## src/hw/rtl/rfs_pkg.sv

```systemverilog
`timescale 1ns / 1ps
package rfs_pkg;

  localparam int MOVEOUT_SHIFT = 24;
  localparam logic [64:0] MO_LIMIT = 65'd1 << 42;

  localparam logic [2:0] CFG_MODE          = 3'd0;
  localparam logic [2:0] CFG_INTERPOLATE   = 3'd1;
  localparam logic [2:0] CFG_ANGLE_FACTOR  = 3'd2;
  localparam logic [2:0] CFG_INV_DT        = 3'd3;
  localparam logic [2:0] CFG_AMP_THRESHOLD = 3'd4;
  localparam logic [2:0] CFG_TRACE_LENGTH  = 3'd5;
  localparam logic [2:0] CFG_DATA_LIMIT    = 3'd6;
  localparam logic [2:0] CFG_MODEL_LIMIT   = 3'd7;

  localparam logic [1:0] MODE_HYPERBOLIC = 2'd0;
  localparam logic [1:0] MODE_PARABOLIC  = 2'd1;

  localparam logic OP_SPREAD = 1'b0;
  localparam logic OP_READ   = 1'b1;

  typedef enum logic [4:0] {
    S_CLEAR, S_IDLE, S_M1, S_M2, S_M3, S_MO, S_TSQ, S_T2, S_SQRT, S_LIN,
    S_ITQ1, S_ITQ2, S_ITQ3, S_INDEX, S_CHECK, S_W1, S_RD0, S_WR0, S_RD1,
    S_WR1, S_RREAD, S_RWRITE, S_OUT
  } state_t;

  typedef struct packed {
    logic start;
    logic done;
  } sqrt_ctl_t;

endpackage

```

## src/hw/rtl/rfs_isqrt.sv

```systemverilog
`timescale 1ns / 1ps
module rfs_isqrt (
  input  logic              clk,
  input  logic              rst_n,
  input  logic [63:0]       op,
  input  rfs_pkg::sqrt_ctl_t ctl_in,
  output rfs_pkg::sqrt_ctl_t ctl_out,
  output logic [31:0]       root
);
  logic [63:0] val_r;
  logic [35:0] rem_r;
  logic [31:0] root_r;
  logic [4:0]  cnt_r;
  logic        busy_r;
  logic        done_r;
  logic [35:0] rem_sh;
  logic [35:0] trial;

  assign rem_sh = {rem_r[33:0], val_r[63:62]};
  assign trial  = {2'b00, root_r, 2'b01};

  always_ff @(posedge clk) begin
    if (!rst_n) begin
      busy_r <= 1'b0;
      done_r <= 1'b0;
      cnt_r  <= '0;
    end else begin
      done_r <= 1'b0;
      if (ctl_in.start) begin
        busy_r <= 1'b1;
        cnt_r  <= '0;
      end else if (busy_r) begin
        cnt_r <= cnt_r + 5'd1;
        if (cnt_r == 5'd31) begin
          busy_r <= 1'b0;
          done_r <= 1'b1;
        end
      end
    end
  end

  always_ff @(posedge clk) begin
    if (ctl_in.start) begin
      val_r  <= op;
      rem_r  <= '0;
      root_r <= '0;
    end else if (busy_r) begin
      val_r <= {val_r[61:0], 2'b00};
      if (rem_sh >= trial) begin
        rem_r  <= rem_sh - trial;
        root_r <= {root_r[30:0], 1'b1};
      end else begin
        rem_r  <= rem_sh;
        root_r <= {root_r[30:0], 1'b0};
      end
    end
  end

  assign ctl_out.start = busy_r;
  assign ctl_out.done  = done_r;
  assign root = root_r;

  a_done_after_busy: assert property (@(posedge clk) disable iff (!rst_n)
    done_r |-> $past(busy_r)) else $error("sqrt done without run");
endmodule
```

## config.mk

```make
export PLATFORM = sky130hd
export DESIGN_NAME = rfs_isqrt
export DESIGN_NICKNAME = d
export VERILOG_FILES = /design/src/hw/rtl/rfs_pkg.sv /design/src/hw/rtl/rfs_isqrt.sv
export SDC_FILE = /design/constraint.sdc
export NUM_CORES = 1
export LEC_CHECK = 0
export BUFFER_PORTS_ARGS = -buffer_cell sky130_fd_sc_hd__clkbuf_2
export CORE_MARGIN = 4
export CORE_UTILIZATION = 50
export DETAILED_ROUTE_END_ITERATION = 8
export PLACE_DENSITY_LB_ADDON = 0.2
export SLEW_MARGIN = 30
export SYNTH_ARGS = -nofsm -noshare
export SYNTH_HDL_FRONTEND = slang
export SYNTH_SLANG_ARGS = --single-unit
```

## constraint.sdc

```tcl
create_clock -name clk -period 6 [get_ports clk]
set_input_delay 0 -clock clk [delete_from_list [all_inputs] [get_ports clk]]
set_output_delay 0 -clock clk [all_outputs]
set_load 0.02 [all_outputs]
```

# Word-level counts from Yosys, hierarchy flattened
# Index checks and enable logic that the tools add are counted.
# totals
input_bits,68
ff_bits,137
elab_cells,23
# op_classes
bitwise,2
n_eq_ne,1
add_sub_neg,2
order_cmp,1
n_reduce_logical,3
muxes,8
# op_table
cell,count
$mux W64,2
$ge A36 B34 Y1,1
$mux W34,1
$sub A34 B34 Y34,1
$add A5 B1 Y5 const B,1
$eq A5 B5 Y1 const B,1
$mux W1,5
$reduce_or A3 Y1,1
$not A1 Y1,2
$reduce_bool A2 Y1,1
$reduce_or A2 Y1,1

# Logic depth before layout (Yosys ltp)
# logic_depth
depth_word,4
mapped_depth,13
ltp_nobuf,11

# Least setup slack after synthesis
# Ideal clock, no wire load.
# synth_timing
path_kind,reg-to-reg
startpoint,register root_r[13] (netlist: root[13])
endpoint,register rem_r[26]
required_time_ps,5921
setup_ps,79
period_less_slack_ps,2863
path_slack_ps,3137
arrival_time_ps,2784
path_stages_with_launch,12
cell_sequence,dfxtp_1 -> inv_1 -> ha_1 -> a21oi_1 -> o211ai_1 -> a311oi_2 -> a31oi_2 -> a31oi_2 -> o21ai_1 -> o211ai_1 -> mux2_1 -> a211oi_2
# synth_between
elab_chain_cells,2
word_cells_on_any_way,3
# synth_rtl
element,line_no,source
from (decl),rfs_isqrt.sv:12,logic [31:0] root_r;
from (signal assigned),rfs_isqrt.sv:51,"root_r <= {root_r[30:0], 1'b1};"
from (signal assigned),rfs_isqrt.sv:54,"root_r <= {root_r[30:0], 1'b0};"
$sub A34 B34 Y34 / $ge A36 B34 Y1 (equally long branches),"rfs_isqrt.sv:50, rfs_isqrt.sv:49",
$mux W34 (*),rfs_isqrt.sv:49,if (rem_sh >= trial) begin
to (signal assigned),rfs_isqrt.sv:50,rem_r <= rem_sh - trial;
to (signal assigned),rfs_isqrt.sv:53,rem_r <= rem_sh;
to (decl),rfs_isqrt.sv:11,logic [35:0] rem_r;
# Every way passes the cells marked *; elsewhere a longest branch is shown, timed or not.
# A chain may end at the register's enable or synchronous reset.

# Worst setup path after layout
# layout_timing
startpoint,register root_r[23] (netlist: root[23])
endpoint,register rem_r[26]
# Same word-level chain as after synthesis.

==> results.py <==
metrics = {
    "floorplan": {
        "io_pins": 102,
        "dieArea_sq_mm": 0.0170,
        "core-area_sq_mm": 0.0146,
        "die_h_um": 130,
        "rows": 44,
        "die_x_um": 130,
        "initial_core_util_pct": 51.3,
    },
    "synth": {
        "synth_ff_type": "dfxtp_1",
        "avgSynthCellArea_sq_um": 10.2,
        "synthTopCellsByArea": "edfxtp_1, dfxtp_1, mux2_2",
        "syn_area_sq_mm": 0.00749,
        "synth.top_cell.area_share_pct": 25.7,
        "synth_cell_types": 60,
        "ys_ff_latch": 137,
        "syn_inst": 735,
        "syn_nets": 839,
        "yosys.area.top_type": "edfxtp_1",
        "ys_async_sr_fraction_pct": 0,
        "yosysWarnings": 0,
        "synth_seq_area_share_pct": 45.2,
        "synth_edf_count": 64,
    },
    "finish": {
        "fin_nets": 985,
        "diodes": 0,
        "drive_gt1_share_pct": 23.6,
        "syn_to_final_growth_pct": 23.9,
        "fillerInstances": 1155,
    },
    "clock_tree": {
        "worst_skew_pair.late_latency_ns": 0.42,
        "cts_tree": "done",
        "path_clk_slew_ns": 0.06,
        "h-tree-depth": 4,
        "cts_buffer_depth": 2,
        "hold_buffers": 65,
        "cts_root_buf": "clkbuf_16",
        "post_cts_buffers": 0,
        "cts.repair.resized": 0,
        "clkSinkCount": 137,
        "numCtsBuffers": 17,
    },
    "sta": {
        "tightest_slew_ns": 0.746,
        "fmax_ghz": 0.283,
        "fin_ws_ns": 2.46,
        "slew_headroom_pct": 50.1,
        "clock_skew_ns": 0.0104,
        "setup_viol_count_final": 0,
        "slew_viol_final": 0,
        "fin_tns_setup_ns": 0,
        "min_period_ns": 3.54,
        "hold_viol": 0,
        "rsz0062_at_grt": "no",
        "period_share_pct": 58.9,
    },
    "setup_path": {
        "crit_arrival_ns": 3.81,
        "reg2reg_depth": 12,
        "crit_fanout": 17,
        "start_kind": "flip-flop",
        "required_ns": 6.28,
        "end_kind": "flip-flop",
        "crit_type": "reg -> reg",
    },
    "power_and_ir_drop": {
        "sw_frac_of_total_pct": 36.4,
        "ir_drop_mv": 0.227,
        "p_per_area_mw_per_mm2": 402,
        "p_int_w": 0.00237,
        "power_frac_seq_pct": 31.5,
        "comb_power_share_pct": 41.8,
        "cellLeakagePower_nw": 3.84,
        "switching_power_w": 0.00136,
        "clock_power_share_pct": 26.7,
    },
    "route": {
        "vias_per_cell": 5.44,
        "drt_pass1_iterations": 5,
        "drt-initial-drc-count": 397,
        "ant_nets": 0,
        "route.detailed.drc": 0,
        "wl_per_cell_um": 15.5,
        "wl_mm": 16.8,
        "routed-via-count": 5863,
    },
    "run_status": {
        "outcome": "complete, no violations",
    },
    "global_route": {
        "grt_max_degree": 91,
        "track_usage_pct": 20.7,
        "grt_pass1_wl_mm": 28.1,
        "antenna_found_initial": 0,
        "first_global_vias": 5944,
        "grt.overflow.total": 0,
    },
    "worst_hold_path": {
        "hold_path_class": "in -> reg",
        "hold_path_depth": 2,
    },
    "place": {
        "hpwl_mm": 10.7,
        "dp_slack_ns": 2.46,
        "portBuffers": 100,
        "gp_congestion": 0.925,
    },
    "job": {
        "cap_violations": 0,
    },
}
==> layout by cell type (no fill, tap or decap), types with 10 or more instances in the layout <==
master,count
mux2i_1,40
ha_1,36
nor2_1,82
a211oi_1,10
dlygate4sd3_1,65
o21ai_0,11
a21oi_1,35
inv_1,42
edfxtp_1,64
o211ai_1,10
xor2_1,15
clkbuf_2,99
dfxtp_1,72
mux2_2,62
clkbuf_16,17
nand2_1,65
xnor2_1,13
a311oi_1,16
a21o_1,14
==> routing by layer <==
metal / vias up / GRT usage, % / routed length (um)
met2: 155 / 35.2 / 8360
met5: - / 0 / 0
li1: 2935 / - / -
met4: 0 / 7.02 / 242
met3: 25 / 5.12 / 909
met1: 2748 / 26.0 / 7240
==> worst max-delay path, cell delays in order (launching register included) <==
cell      delay (ns)
dfxtp_1         0.38
inv_1           0.06
ha_1            0.38
and3_1          0.33
nand2_2         0.12
nor4_4          0.30
o21ai_1         0.14
a311oi_2        0.31
or2_1           0.43
buf_4           0.37
mux2_4          0.34
mux2i_1         0.17
a211oi_2        0.06
==> layout make-up <==
class | count | area, sq um | area share, %
multi-input combinational | 513 | 3750 | 40.4
sequential | 137 | 3390 | 36.5
timing repair buffer | 170 | 1190 | 12.9
clock buffer | 18 | 429 | 4.63
tap | 184 | 230 | 2.48
inverter | 42 | 158 | 1.70
clock inverter | 14 | 133 | 1.43
==> registers in the layout (all words and copies together) (netlist names) <==
register / cells
val_r: 64
rem_r: 34
root: 32
cnt_r: 5
busy_r: 1
done_r: 1
==> Yosys cell counts, types with 2 or more instances <==
master	instances
ha_1	36
nand4_1	7
o31ai_1	3
buf_2	7
nor3_1	9
o2111ai_1	2
o21ai_1	5
buf_4	2
a311oi_1	16
a211oi_1	10
nand2_1	66
buf_6	4
o21a_1	7
nand2b_1	7
or3_1	3
edfxtp_1	64
a31oi_1	3
a311oi_2	2
nand3_1	9
a21oi_2	2
and3_1	6
a221o_1	2
a21o_1	14
xor2_1	15
and2_1	5
o211ai_1	10
nand3b_1	2
o21ai_0	11
a21oi_1	35
xnor2_1	13
buf_1	7
nor2_1	83
inv_1	42
a211o_1	2
mux2i_1	40
dfxtp_1	73
nor2b_1	2
mux2_1	3
mux2_2	62
a31oi_2	2
clkbuf_1	23
==> power by group through the flow <==
| stage | sequential, W | clock, W | combinational (W) |
|---|---|---|---|
| after floorplan | 0.00116 | 0 | 0.00126 |
| after global placement | 0.00119 | 0 | 0.00148 |
| after detailed placement | 0.00119 | 0 | 0.00151 |
| after CTS | 0.00117 | 0.00101 | 0.00155 |
| after global routing | 0.00119 | 0.00106 | 0.00174 |
| final | 0.00117 | 0.000996 | 0.00156 |
==> worst paths after layout <==
check | startpoint | slack [ns] | endpoint
min | ctl_in[1] | 0.24 | val_r[16]$_DFFE_PP_
max reg2reg | root[23]$_SDFFE_PP0P_ | 2.46 | rem_r[26]$_SDFFE_PP0P_
min reg2reg | rem_r[3]$_SDFFE_PP0P_ | 0.49 | rem_r[5]$_SDFFE_PP0P_
max | root[23]$_SDFFE_PP0P_ | 2.46 | rem_r[26]$_SDFFE_PP0P_
==> logic make-up (layout without fill, tap and decap cells) <==
| logic type | count (synthesis) | after routing | share of synthesized area [%] |
|---|---|---|---|
| multiplexers | 106 | 106 | 15.3 |
| XOR/XNOR | 28 | 28 | 3.27 |
| buffers and inverters | 85 | 244 | 4.88 |
| AO/OA/AOI/OAI | 138 | 138 | 13.1 |
| flip-flops | 137 | 137 | 45.2 |
| AND/OR/NAND/NOR | 205 | 205 | 12.2 |
| adder cells (fa/ha/maj) | 36 | 36 | 6.01 |
==> through the flow <==
stage | cells | power [W] | instance area (sq um) | hold WS [ns] | utilization, %
floorplan | 735 | 0.00243 | 7490 | 0.117 | -
global placement | 981 | 0.00266 | 8060 | 0.222 | 55.2
detailed placement | 981 | 0.00270 | 8060 | 0.232 | 55.2
CTS | 1078 | 0.00374 | 9270 | 0.228 | 63.6
global route | 1078 | 0.00399 | 9280 | 0.257 | 63.6
finish | 1078 | 0.00373 | 9280 | 0.238 | 63.6
Note: power is estimated with default switching activity, not from simulation.
